===== config.mk =====
export PLATFORM = sky130hd
export DESIGN_NAME = crc16_frame_stream_deframer
export DESIGN_NICKNAME = d
export VERILOG_FILES = /design/src/design/cfd_pkg.sv /design/src/design/crc16_frame_stream_deframer.sv /design/src/design/cfd_crc_unit.sv /design/src/design/cfd_result_queue.sv
export SDC_FILE = /design/constraint.sdc
export NUM_CORES = 2
export LEC_CHECK = 0
export BUFFER_PORTS_ARGS = -buffer_cell sky130_fd_sc_hd__buf_2
export CELL_PAD_IN_SITES_DETAIL_PLACEMENT = 1
export CELL_PAD_IN_SITES_GLOBAL_PLACEMENT = 2
export CORE_ASPECT_RATIO = 0.6
export CORE_MARGIN = 2
export CORE_UTILIZATION = 50
export CTS_BUF_LIST = sky130_fd_sc_hd__clkbuf_2
export DETAILED_ROUTE_END_ITERATION = 16
export GPL_ROUTABILITY_DRIVEN = 0
export HOLD_SLACK_MARGIN = 0.15
export MAX_ROUTING_LAYER = met4
export PLACE_DENSITY_LB_ADDON = 0.1
export SYNTH_ARGS = -nofsm -noshare
export SYNTH_HDL_FRONTEND = slang
export SYNTH_HIERARCHICAL = 1
export SYNTH_SLANG_ARGS = --single-unit

===== constraint.sdc =====
create_clock -name clk_i -period 18.1 [get_ports clk_i]
set_input_delay 0.905 -clock clk_i [delete_from_list [all_inputs] [get_ports clk_i]]
set_output_delay 0.905 -clock clk_i [all_outputs]
set_load 0.03 [all_outputs]

===== src/design/cfd_pkg.sv =====
package cfd_pkg;

  localparam logic [7:0]  SYNC_HI  = 8'hAA;
  localparam logic [7:0]  SYNC_LO  = 8'h55;
  localparam logic [15:0] CRC_INIT = 16'hFFFF;
  localparam logic [15:0] CRC_POLY = 16'h1021;
  localparam int unsigned HDR_BYTES  = 8;
  localparam int unsigned OVHD_BYTES = 10;
  localparam int unsigned LEN_W      = 6;

  typedef struct packed {
    logic [7:0] rx_byte;
    logic       clear_buffer;
  } cfd_in_t;

  typedef struct packed {
    logic             frame_out;
    logic [7:0]       frame_type;
    logic [7:0]       frame_sequence;
    logic [7:0]       frame_flags;
    logic [LEN_W-1:0] payload_length;
    logic [7:0]       payload_byte;
    logic             last;
    logic [31:0]      format_error_count;
    logic [31:0]      crc_error_count;
  } cfd_out_t;

  // one queued frame word, counters and last are added on the way out
  typedef struct packed {
    logic [7:0]       frame_type;
    logic [7:0]       frame_sequence;
    logic [7:0]       frame_flags;
    logic [LEN_W-1:0] payload_length;
    logic [7:0]       payload_byte;
  } cfd_entry_t;

  // crc-16/ccitt-false, one byte msb first
  function automatic logic [15:0] crc_byte(input logic [15:0] crc_in,
                                           input logic [7:0] data);
    logic [15:0] c;
    c = crc_in ^ {data, 8'h00};
    for (int b = 0; b < 8; b++) begin
      if (c[15]) begin
        c = {c[14:0], 1'b0} ^ CRC_POLY;
      end else begin
        c = {c[14:0], 1'b0};
      end
    end
    return c;
  endfunction

endpackage


===== src/design/crc16_frame_stream_deframer.sv =====
// channel | dir | handshake                  | word
// in      | in  | in_valid_i / in_stall_o    | cfd_in_t: rx_byte, clear_buffer
// out     | out | out_valid_o / out_stall_i  | cfd_out_t: frame fields and counters
// cfg     | in  | cfg_valid_i / cfg_ready_o  | protocol_version
//
// one input word at a time: the buffer memory has a single read port with a
// registered read, so every buffered byte touched takes an address phase and
// then a data phase; a new byte is scanned for a sync pair, then the header and
// frame are checked once enough bytes wait, and each result word is read from
// the result queue before it is offered
// reset clears fill count, counters and sequencer; version resets to 1
// out_stall_i holds the current result word; in_stall_o is high while busy
module crc16_frame_stream_deframer #(
  parameter int unsigned MAX_PAYLOAD = 32
) (
  input  logic              clk_i,
  input  logic              rst_ni,
  input  logic              in_valid_i,
  output logic              in_stall_o,
  input  cfd_pkg::cfd_in_t  in_data_i,
  output logic              out_valid_o,
  input  logic              out_stall_i,
  output cfd_pkg::cfd_out_t out_data_o,
  input  logic              cfg_valid_i,
  output logic              cfg_ready_o,
  input  logic [7:0]        cfg_data_i
);
  import cfd_pkg::*;

  localparam int unsigned DEPTH = OVHD_BYTES + MAX_PAYLOAD;
  localparam int unsigned AW    = $clog2(DEPTH);
  localparam int unsigned FW    = $clog2(DEPTH + 1);
  localparam int unsigned SW    = FW + 1;

  // sequencer states
  localparam logic [3:0] S_IDLE    = 4'd0;
  localparam logic [3:0] S_SCAN    = 4'd1;
  localparam logic [3:0] S_VER     = 4'd2;
  localparam logic [3:0] S_LEN_LO  = 4'd3;
  localparam logic [3:0] S_LEN_HI  = 4'd4;
  localparam logic [3:0] S_CRC     = 4'd5;
  localparam logic [3:0] S_CRC_LO  = 4'd6;
  localparam logic [3:0] S_CRC_HI  = 4'd7;
  localparam logic [3:0] S_EMIT    = 4'd8;
  localparam logic [3:0] S_OUT_RD  = 4'd9;
  localparam logic [3:0] S_OUT_WR  = 4'd10;

  logic [3:0]       state_q, state_d;
  logic [AW-1:0]    head_q, head_d;
  logic [FW-1:0]    fill_q, fill_d;
  logic [FW-1:0]    off_q, off_d;
  logic             ph_q, ph_d;
  logic             prev_aa_q, prev_aa_d;
  logic [7:0]       len_lo_q, len_lo_d;
  logic [LEN_W-1:0] len_q, len_d;
  logic [7:0]       exp_lo_q, exp_lo_d;
  logic [7:0]       type_q, type_d;
  logic [7:0]       seq_q, seq_d;
  logic [7:0]       flags_q, flags_d;
  logic [31:0]      fmt_q, fmt_d;
  logic [31:0]      crce_q, crce_d;
  logic [7:0]       ver_q;
  logic [FW-1:0]    rc_q, rc_d;
  logic [FW-1:0]    k_q, k_d;

  // byte buffer, circular from head_q
  logic [7:0]    buf_mem [DEPTH];
  logic [7:0]    rd_q;
  logic [AW-1:0] rd_addr, wr_addr;
  logic          mem_we;

  logic          crc_init, crc_en;
  logic [15:0]   crc_val;

  logic          res_we;
  cfd_entry_t    res_wdata, res_rdata;

  logic [FW-1:0] frame_len;
  logic          full;

  function automatic logic [AW-1:0] wrap(input logic [SW-1:0] s);
    if (s >= SW'(DEPTH)) begin
      return AW'(s - SW'(DEPTH));
    end
    return AW'(s);
  endfunction

  function automatic logic [31:0] sat_inc(input logic [31:0] c);
    return (c == 32'hFFFF_FFFF) ? c : c + 32'd1;
  endfunction

  assign full      = (fill_q == FW'(DEPTH));
  assign wr_addr   = wrap(SW'(head_q) + SW'(fill_q));
  assign rd_addr   = wrap(SW'(head_q) + SW'(off_q));
  assign frame_len = FW'(OVHD_BYTES) + FW'(len_q);

  always_comb begin
    state_d   = state_q;
    head_d    = head_q;
    fill_d    = fill_q;
    off_d     = off_q;
    ph_d      = ph_q;
    prev_aa_d = prev_aa_q;
    len_lo_d  = len_lo_q;
    len_d     = len_q;
    exp_lo_d  = exp_lo_q;
    type_d    = type_q;
    seq_d     = seq_q;
    flags_d   = flags_q;
    fmt_d     = fmt_q;
    crce_d    = crce_q;
    rc_d      = rc_q;
    k_d       = k_q;
    mem_we    = 1'b0;
    crc_init  = 1'b0;
    crc_en    = 1'b0;
    res_we    = 1'b0;
    res_wdata = '{frame_type: type_q, frame_sequence: seq_q, frame_flags: flags_q,
                  payload_length: len_q, payload_byte: rd_q};

    unique case (state_q)
      S_IDLE: begin
        if (in_valid_i) begin
          rc_d = '0;
          k_d  = '0;
          if (in_data_i.clear_buffer) begin
            fill_d  = '0;
            state_d = S_OUT_RD;
          end else begin
            mem_we = 1'b1;
            // full store drops its oldest byte
            if (full) begin
              head_d = wrap(SW'(head_q) + SW'(1));
            end else begin
              fill_d = fill_q + FW'(1);
            end
            off_d     = '0;
            ph_d      = 1'b0;
            prev_aa_d = 1'b0;
            state_d   = S_SCAN;
          end
        end
      end

      S_SCAN: begin
        if (!ph_q) begin
          if (off_q == fill_q) begin
            // no sync pair: keep only a trailing sync high byte
            if (prev_aa_q) begin
              head_d = wrap(SW'(head_q) + SW'(fill_q) - SW'(1));
              fill_d = FW'(1);
            end else begin
              fill_d = '0;
            end
            state_d = S_OUT_RD;
          end else begin
            ph_d = 1'b1;
          end
        end else begin
          ph_d = 1'b0;
          if (prev_aa_q && rd_q == SYNC_LO) begin
            head_d  = wrap(SW'(head_q) + SW'(off_q) - SW'(1));
            fill_d  = fill_q - (off_q - FW'(1));
            off_d   = FW'(2);
            state_d = S_VER;
          end else begin
            prev_aa_d = (rd_q == SYNC_HI);
            off_d     = off_q + FW'(1);
          end
        end
      end

      S_VER: begin
        if (!ph_q) begin
          if (fill_q < FW'(HDR_BYTES)) begin
            state_d = S_OUT_RD;
          end else begin
            ph_d = 1'b1;
          end
        end else begin
          ph_d = 1'b0;
          if (rd_q != ver_q) begin
            fmt_d     = sat_inc(fmt_q);
            head_d    = wrap(SW'(head_q) + SW'(1));
            fill_d    = fill_q - FW'(1);
            off_d     = '0;
            prev_aa_d = 1'b0;
            state_d   = S_SCAN;
          end else begin
            off_d   = FW'(6);
            state_d = S_LEN_LO;
          end
        end
      end

      S_LEN_LO: begin
        ph_d = !ph_q;
        if (ph_q) begin
          len_lo_d = rd_q;
          off_d    = FW'(7);
          state_d  = S_LEN_HI;
        end
      end

      S_LEN_HI: begin
        ph_d = !ph_q;
        if (ph_q) begin
          if ({rd_q, len_lo_q} > 16'(MAX_PAYLOAD)) begin
            fmt_d     = sat_inc(fmt_q);
            head_d    = wrap(SW'(head_q) + SW'(1));
            fill_d    = fill_q - FW'(1);
            off_d     = '0;
            prev_aa_d = 1'b0;
            state_d   = S_SCAN;
          end else begin
            len_d = len_lo_q[LEN_W-1:0];
            if (SW'(fill_q) < SW'(OVHD_BYTES) + SW'(len_lo_q[LEN_W-1:0])) begin
              state_d = S_OUT_RD;
            end else begin
              crc_init = 1'b1;
              off_d    = FW'(2);
              state_d  = S_CRC;
            end
          end
        end
      end

      S_CRC: begin
        ph_d = !ph_q;
        if (ph_q) begin
          crc_en = 1'b1;
          if (off_q == FW'(3)) type_d  = rd_q;
          if (off_q == FW'(4)) seq_d   = rd_q;
          if (off_q == FW'(5)) flags_d = rd_q;
          off_d = off_q + FW'(1);
          if (off_q == FW'(7) + FW'(len_q)) begin
            state_d = S_CRC_LO;
          end
        end
      end

      S_CRC_LO: begin
        ph_d = !ph_q;
        if (ph_q) begin
          exp_lo_d = rd_q;
          off_d    = off_q + FW'(1);
          state_d  = S_CRC_HI;
        end
      end

      S_CRC_HI: begin
        ph_d = !ph_q;
        if (ph_q) begin
          if ({rd_q, exp_lo_q} != crc_val) begin
            crce_d    = sat_inc(crce_q);
            head_d    = wrap(SW'(head_q) + SW'(1));
            fill_d    = fill_q - FW'(1);
            off_d     = '0;
            prev_aa_d = 1'b0;
            state_d   = S_SCAN;
          end else begin
            off_d   = FW'(HDR_BYTES);
            state_d = S_EMIT;
          end
        end
      end

      S_EMIT: begin
        if (len_q == '0 || ph_q) begin
          ph_d = 1'b0;
          if (len_q == '0) begin
            res_wdata.payload_byte = 8'h00;
          end
          // results beyond the queue depth are dropped
          if (rc_q != FW'(DEPTH)) begin
            res_we = 1'b1;
            rc_d   = rc_q + FW'(1);
          end
          if (len_q == '0 || off_q == FW'(7) + FW'(len_q)) begin
            head_d    = wrap(SW'(head_q) + SW'(frame_len));
            fill_d    = fill_q - frame_len;
            off_d     = '0;
            prev_aa_d = 1'b0;
            state_d   = S_SCAN;
          end else begin
            off_d = off_q + FW'(1);
          end
        end else begin
          ph_d = 1'b1;
        end
      end

      S_OUT_RD: begin
        state_d = S_OUT_WR;
      end

      S_OUT_WR: begin
        if (!out_stall_i) begin
          if (rc_q == '0 || k_q == rc_q - FW'(1)) begin
            state_d = S_IDLE;
          end else begin
            k_d     = k_q + FW'(1);
            state_d = S_OUT_RD;
          end
        end
      end

      default: begin
        state_d = S_IDLE;
      end
    endcase
  end

  always_ff @(posedge clk_i or negedge rst_ni) begin
    if (!rst_ni) begin
      state_q   <= S_IDLE;
      head_q    <= '0;
      fill_q    <= '0;
      off_q     <= '0;
      ph_q      <= 1'b0;
      prev_aa_q <= 1'b0;
      fmt_q     <= '0;
      crce_q    <= '0;
      rc_q      <= '0;
      k_q       <= '0;
      ver_q     <= 8'd1;
    end else begin
      state_q   <= state_d;
      head_q    <= head_d;
      fill_q    <= fill_d;
      off_q     <= off_d;
      ph_q      <= ph_d;
      prev_aa_q <= prev_aa_d;
      fmt_q     <= fmt_d;
      crce_q    <= crce_d;
      rc_q      <= rc_d;
      k_q       <= k_d;
      if (cfg_valid_i) begin
        ver_q <= cfg_data_i;
      end
    end
  end

  // payload registers
  always_ff @(posedge clk_i) begin
    len_lo_q <= len_lo_d;
    len_q    <= len_d;
    exp_lo_q <= exp_lo_d;
    type_q   <= type_d;
    seq_q    <= seq_d;
    flags_q  <= flags_d;
  end

  // buffer memory, single read port
  always_ff @(posedge clk_i) begin
    if (mem_we) begin
      buf_mem[wr_addr] <= in_data_i.rx_byte;
    end
    rd_q <= buf_mem[rd_addr];
  end

  cfd_crc_unit u_crc (
    .clk_i  (clk_i),
    .rst_ni (rst_ni),
    .init_i (crc_init),
    .en_i   (crc_en),
    .data_i (rd_q),
    .crc_o  (crc_val)
  );

  cfd_result_queue #(
    .DEPTH (DEPTH)
  ) u_queue (
    .clk_i     (clk_i),
    .wr_en_i   (res_we),
    .wr_addr_i (rc_q[AW-1:0]),
    .wr_data_i (res_wdata),
    .rd_addr_i (k_q[AW-1:0]),
    .rd_data_o (res_rdata)
  );

  // result word, counters are final by the time output starts
  always_comb begin
    if (rc_q == '0) begin
      out_data_o = '0;
      out_data_o.last = 1'b1;
    end else begin
      out_data_o.frame_out      = 1'b1;
      out_data_o.frame_type     = res_rdata.frame_type;
      out_data_o.frame_sequence = res_rdata.frame_sequence;
      out_data_o.frame_flags    = res_rdata.frame_flags;
      out_data_o.payload_length = res_rdata.payload_length;
      out_data_o.payload_byte   = res_rdata.payload_byte;
      out_data_o.last           = (k_q == rc_q - FW'(1));
    end
    out_data_o.format_error_count = fmt_q;
    out_data_o.crc_error_count    = crce_q;
  end

  assign out_valid_o = (state_q == S_OUT_WR);
  assign in_stall_o  = (state_q != S_IDLE);
  assign cfg_ready_o = 1'b1;

endmodule


===== src/design/cfd_crc_unit.sv =====
module cfd_crc_unit (
  input  logic        clk_i,
  input  logic        rst_ni,
  input  logic        init_i,
  input  logic        en_i,
  input  logic [7:0]  data_i,
  output logic [15:0] crc_o
);
  import cfd_pkg::*;

  logic [15:0] crc_q, crc_d;

  always_comb begin
    crc_d = crc_q;
    if (init_i) begin
      crc_d = CRC_INIT;
    end else if (en_i) begin
      crc_d = crc_byte(crc_q, data_i);
    end
  end

  always_ff @(posedge clk_i or negedge rst_ni) begin
    if (!rst_ni) begin
      crc_q <= CRC_INIT;
    end else begin
      crc_q <= crc_d;
    end
  end

  assign crc_o = crc_q;

endmodule


===== src/design/cfd_result_queue.sv =====
module cfd_result_queue #(
  parameter int unsigned DEPTH = 42
) (
  input  logic                      clk_i,
  input  logic                      wr_en_i,
  input  logic [$clog2(DEPTH)-1:0]  wr_addr_i,
  input  cfd_pkg::cfd_entry_t       wr_data_i,
  input  logic [$clog2(DEPTH)-1:0]  rd_addr_i,
  output cfd_pkg::cfd_entry_t       rd_data_o
);
  import cfd_pkg::*;

  cfd_entry_t mem [DEPTH];
  cfd_entry_t rd_q;

  always_ff @(posedge clk_i) begin
    if (wr_en_i) begin
      mem[wr_addr_i] <= wr_data_i;
    end
    rd_q <= mem[rd_addr_i];
  end

  assign rd_data_o = rd_q;

endmodule


-- Yosys cells after proc, flatten, opt, wreduce, memory -nomap -nowiden
Memory sizes are Yosys's and may differ from the RTL's. A register that Yosys moved wholly into a read port is not among the register bits.
Index checks and enable logic that the tools add are counted.
- register bits: 170
- RAM bits: 1932
- input port bits: 22
- memories: 2
- memories (memory ; depth ; bits a word ; rd ports ; clocked after memory_dff ; write ports ; RTL line ; text):
    u_queue.mem ; 42 ; 38 ; 1 ; 1 ; 1 ; cfd_result_queue.sv:13 ; cfd_entry_t mem [DEPTH];
    buf_mem ; 42 ; 8 ; 1 ; 1 ; 1 ; crc16_frame_stream_deframer.sv:67 ; logic [7:0] buf_mem [DEPTH];
- add/sub/neg operators: 26
- $lt $le $gt $ge: 9
- eq/ne operators: 51
- mux-type cells: 190
- bitwise gates (word level): 11
- reductions and logical operators: 34
- operators with widths (kind ; number):
    $mux 6 ; 62
    $mux 16 ; 16
    $mux 32 ; 5
    $mux 13 ; 8
    $mux 4 ; 21
    $pmux 6 s6 ; 2
    $add 32x1->32 const B ; 2
    $eq 32x32->1 const B ; 2
    $pmux 32 s2 ; 1
    $mux 1 ; 63
    $pmux 6 s8 ; 1
    $pmux 4 s11 ; 1
    $ge 7x6->1 const B ; 6
    $mux 40 ; 1
    $ne 2x2->1 const B ; 20
    $reduce_and 13->1 ; 3
    $sub 6x6->6 const B ; 6
    $add 6x1->6 const B ; 4
    $mux 8 ; 3
    $not 3->3 ; 8
    $pmux 6 s2 ; 2
    $add 6x6->7 ; 3
    $eq 6x6->1 ; 3
    $ne 3x3->1 const B ; 6
    47 further kinds ; 72

-- Depth between registers and ports, before layout
- depth after elaboration: 35
- gate-level depth with buffers: 18
- mapped depth without buffers: 15

-- Hierarchy
Netlist, hierarchy kept.
- modules (own cells, without submodules) (module ; times used ; cells an instance ; area each (sq um) ; seq. area each (sq um)):
    cfd_result_queue ; 1 ; 3197 ; 62676.4 ; 48686.7
    crc16_frame_stream_deframer ; 1 ; 2014 ; 24304.6 ; 14335.0
    cfd_crc_unit ; 1 ; 80 ; 1038.5 ; 420.4

-- Worst setup path after synthesis
OpenSTA, ideal clock, no wires.
- kind: flip-flop to flip-flop
- start: register len_q[1]
- end: memory u_queue/mem[18][0] (netlist name) (enable)
- arrival: 5.479 ns
- required time: 17.620 ns
- slack: 12.140 ns
- stages on the path, launching flop included: 9
- path buffers: 0
- clock period less this slack: 5.960 ns
- cells stage by stage: edfxtp_1 inv_1 ha_1 nand2b_1 or4_1 a211oi_1 nor4bb_1 nand2_1 nor3_1
- longest elaborated chain between the ends: 6
- ends and longest elaborated chain (item ; RTL line ; text):
    start, declared ; crc16_frame_stream_deframer.sv:55 ; logic [LEN_W-1:0] len_q, len_d;
    start signal, assigned ; crc16_frame_stream_deframer.sv:347 ; len_q <= len_d;
    $logic_not 6->1 ; crc16_frame_stream_deframer.sv:269 ; if (len_q == '0 || ph_q) begin
    $logic_or 1x1->1 ; crc16_frame_stream_deframer.sv:269 ;
    $mux 1 ; crc16_frame_stream_deframer.sv:269 ;
    $mux 1 ; crc16_frame_stream_deframer.sv:121 ; unique case (state_q)
    net res_we ; crc16_frame_stream_deframer.sv:75 ; logic res_we;
    $mux 1 ; cfd_result_queue.sv:17 ; if (wr_en_i) begin
    $mux 1 (not written as such) ; cfd_result_queue.sv:18 ; mem[wr_addr_i] <= wr_data_i;
    end, declared ; cfd_result_queue.sv:13 ;
The timed path passes the listed nets, and every way through them passes these cells.

-- Final worst setup path
- start: register head_q[0]
- end: register rd_q[6], read port of buf_mem
- longest elaborated chain between the ends: 4
- elaborated cells between the ends (all ways): 6
- those cells by class: 2 x add/sub; 1 x order compare; 3 x mux
- ends and longest elaborated chain (item ; RTL line ; text):
    start, declared ; crc16_frame_stream_deframer.sv:49 ; logic [AW-1:0] head_q, head_d;
    start signal, assigned ; crc16_frame_stream_deframer.sv:317 ; head_q <= '0;
    start signal, assigned ; crc16_frame_stream_deframer.sv:329 ; head_q <= head_d;
    $add 6x6->7 * ; crc16_frame_stream_deframer.sv:94 ; assign rd_addr = wrap(SW'(head_q) + SW'(off_q));
    $sub 6x6->6 / $ge 7x6->1 (equally long branches) ; crc16_frame_stream_deframer.sv:83, crc16_frame_stream_deframer.sv:82 ;
    $mux 6 / $mux 1 (equally long branches) ; crc16_frame_stream_deframer.sv:82 ; if (s >= SW'(DEPTH)) begin
    $mux 6 * ; crc16_frame_stream_deframer.sv:85 ; return AW'(s);
    end, declared ; crc16_frame_stream_deframer.sv:68 ; logic [7:0] rd_q;
Every way passes the cells marked *; elsewhere a longest branch is shown, timed or not. The select of a mux whose other input is x is not followed.
A chain may end at the register's enable or synchronous reset.

==> metrics.cfg <==
[cts]
max-clock-path-buffers = 4
numClockSinks = 2148
cts_max_level = 5
post_cts_buffers = 0
numCtsBuffers = 484
cts_tree = built
clk_latency_ps = 1700
root_buffer = clkbuf_2
path_clk_slew_ps = 130

[floorplan]
row_count = 119
die_y_microns = 329
io-pin-count = 129
start_util_pct = 50.3
fp.coreArea_sq_um = 175000
die_area_sq_um = 180000
die_w_microns = 546

[critical_path]
crit_fanout = 65
cp_cell_sequence = ha_1 -> inv_1 -> fa_1 -> xor2_2 -> ha_1 -> inv_1 -> a21oi_1 -> nor3_2 -> o21ai_1 -> a21oi_1 -> buf_4 -> nor2_4 -> buf_4 -> mux2_2 -> a222oi_1 -> nand4_1 -> and4bb_1
critPathKind = flop to flop
worst_path_largest_cell_delay_ps = 780
endpoint_kind = flop
timing.rr.start = head_q[0]
required_ps = 19580
critical-path-slowest-cell = buf_4
crit_family = compound AO/OA/AOI/OAI gates
worstPathArrival_ps = 7700
startpoint = head_q[0]
cp-start-kind = flop
cp_num_buf_inv = 4

[synthesis]
synth_top_area_cell = edfxtp_1
postSynthAreaPerCell_sq_um = 16.6
synth_cell_types = 92
synth-edff-count = 1978
synthTopCellsByArea = edfxtp_1 67%, mux2i_1 7.8%, dfrtp_1 3.0%
synth_commonest_cells = 1978 x edfxtp_1, 687 x mux2i_1, 235 x nand2_1
async_reset_ff_share_pct = 5.77
yosys.area.top_type_share_pct = 67.5
synthFlopType = edfxtp_1
synth-seq-cells = 2148
netlist_instances = 5291
syn_nets = 5385
synth_area_sq_um = 88000
yosysWarnings = 6
synth_seq_area_share_pct = 72.1
synth_most_common_cell = edfxtp_1

[grt]
globalRouteOverflowTotal = 0
grt_pass1_wl_microns = 376000
antenna_found_initial = 9
track_usage_pct = 29.8
grt_pass1_vias = 52900
grt_max_degree = 124

[sta]
final.setup.tns_ps = 0
hold_viol = 0
min_period_ps = 6220
final-setup-viol-count = 0
finalCritPeriodShare_pct = 34.4
tightest_slew_ps = 1300
holdWs_ps = 444
rsz0062_at_grt = false
report.final.slew_viol_count = 0
fin_skew_ps = 238
relSlewSlack_pct = 13.6
clock.fmax_ghz = 0.161

[cells_and_area]
syn2layout_area_growth_pct = 9.80
nNetsFinal = 5891
drive_gt1_share_pct = 22.3

[worst_hold_path]
holdCritStartpoint = len_lo_q[1]
hold_class = flop to flop

[pwr]
ir_drop_uv = 241
leakage_nw = 32.4
cellPowerDensity_nw_per_um2 = 164

[route]
dr.pass1.iters = 6
drt-total-wl_microns = 262000
antenna_left = 0
wl_per_cell_microns = 30.6
num_vias = 52500
vias_per_cell = 6.13
drc_errors = 0
drt_iter0_drc = 5940

[placed_design]
post-dp-hpwl_microns = 149000
port_buffers = 127

[job]
cap_violations = 0

[status]
status = complete, no violations

==> layer usage <==
metal / global-route usage (%) / share of wire (%) / wire length (microns) / up-vias
li1: - / - / - / 22300
met1: 45.6 / 47 / 122000 / 27500
met2: 41.0 / 43 / 112000 / 2387
met3: 6.00 / 9.1 / 23800 / 316
met4: 6.42 / 1.7 / 4400 / 0
met5: - / 0 / 0 / -
==> per-stage QoR <==
stage | std cells | power [W] | util, % | setup WS, ps | cell area (sq um)
floorplan | 5291 | 0.0107 | - | 12140 | 88000
global placement | 7628 | 0.0127 | 52.4 | 12230 | 91800
detailed placement | 7628 | 0.0128 | 52.4 | 12190 | 91800
CTS | 8560 | 0.0159 | 55.2 | 11990 | 96600
global route | 8562 | 0.0167 | 55.2 | 11530 | 96600
finish | 8564 | 0.0159 | 55.2 | 11880 | 96600
==> worst reg2reg max path, stage by stage, from the launching register on <==
cell and delay, ps:
dfrtp_1 560, ha_1 230, inv_1 60, fa_1 420, xor2_2 440, ha_1 370, inv_1 130, a21oi_1 180
nor3_2 70, o21ai_1 270, a21oi_1 130, buf_4 230, nor2_4 580, buf_4 800, mux2_2 430, a222oi_1 640
nand4_1 200, and4bb_1 270
==> final timing paths <==
path	endpoint	cells past startpoint	slack (ps)
setup / recovery	rd_q[6]	17	11880
hold / removal	len_q[1]	0	440
setup reg to reg	rd_q[6]	17	11880
hold reg to reg	len_q[1]	0	440
max in group asynchronous	fmt_q[8]	4	16640
min in group asynchronous	head_q[4]	4	470
==> timing repair <==
| item | CTS | global route |
|---|---|---|
| hold endpoints to repair | 485 | 0 |
| endpoints found under the setup margin | 0 | 0 |
| hold buffers | 41 | 0 |
| gates resized for setup | 0 | 0 |
==> logic make-up after synthesis <==
logic type               count (synthesis)  synth area share [%]
other                                    1               0.00426
multiplexers                           863                  11.1
XOR/XNOR                               176                  1.97
buffers and inverters                  328                  1.72
adder cells (fa/ha/maj)                 72                  1.07
AND/OR/NAND/NOR                        841                  4.60
AO/OA/AOI/OAI                          862                  7.42
flip-flops                            2148                  72.1
==> power breakdown <==
group	total, W	switching (W)	leakage (nW)	internal [W]
Combinational	0.00694	0.00444	9.25	0.00250
Sequential	0.00585	0.000197	19.7	0.00565
Clock	0.00309	0.00195	3.43	0.00114
Total	0.0159	0.00659	32.4	0.00929
==> flip-flops by register name, indices dropped and copies added, names as in the netlist, 8 cells and up <==
register	flops
u_queue/mem	1596
buf_mem	336
u_queue/rd_data_o	38
crce_q	32
fmt_q	32
u_crc/crc_o	16
exp_lo_q	8
flags_q	8
len_lo_q	8
rd_q	8
seq_q	8
type_q	8
ver_q	8
==> placed cells by master, fill, tap and decap left out, drive strengths merged, types with 121 or more instances in the layout <==
cell type,Yosys,layout
nor2,218,218
clkinv,1,126
mux2i,687,687
clkbuf,148,755
a22oi,157,157
nand2,235,235
a21oi,148,148
buf,134,262
edfxtp,1978,1978
nand3,121,121
==> area by class of cell <==
type                       instances  area, sq um
clock buffer                     755         3780
sequential                      2148        63500
inverter                          46          173
timing repair buffer             302         2160
antenna                            3         7.51
multi-input combinational       2815        23500
clock inverter                   136          634
fill                           16600        78500
tap                             2359         2950
Power figures use the tool's default switching activity.
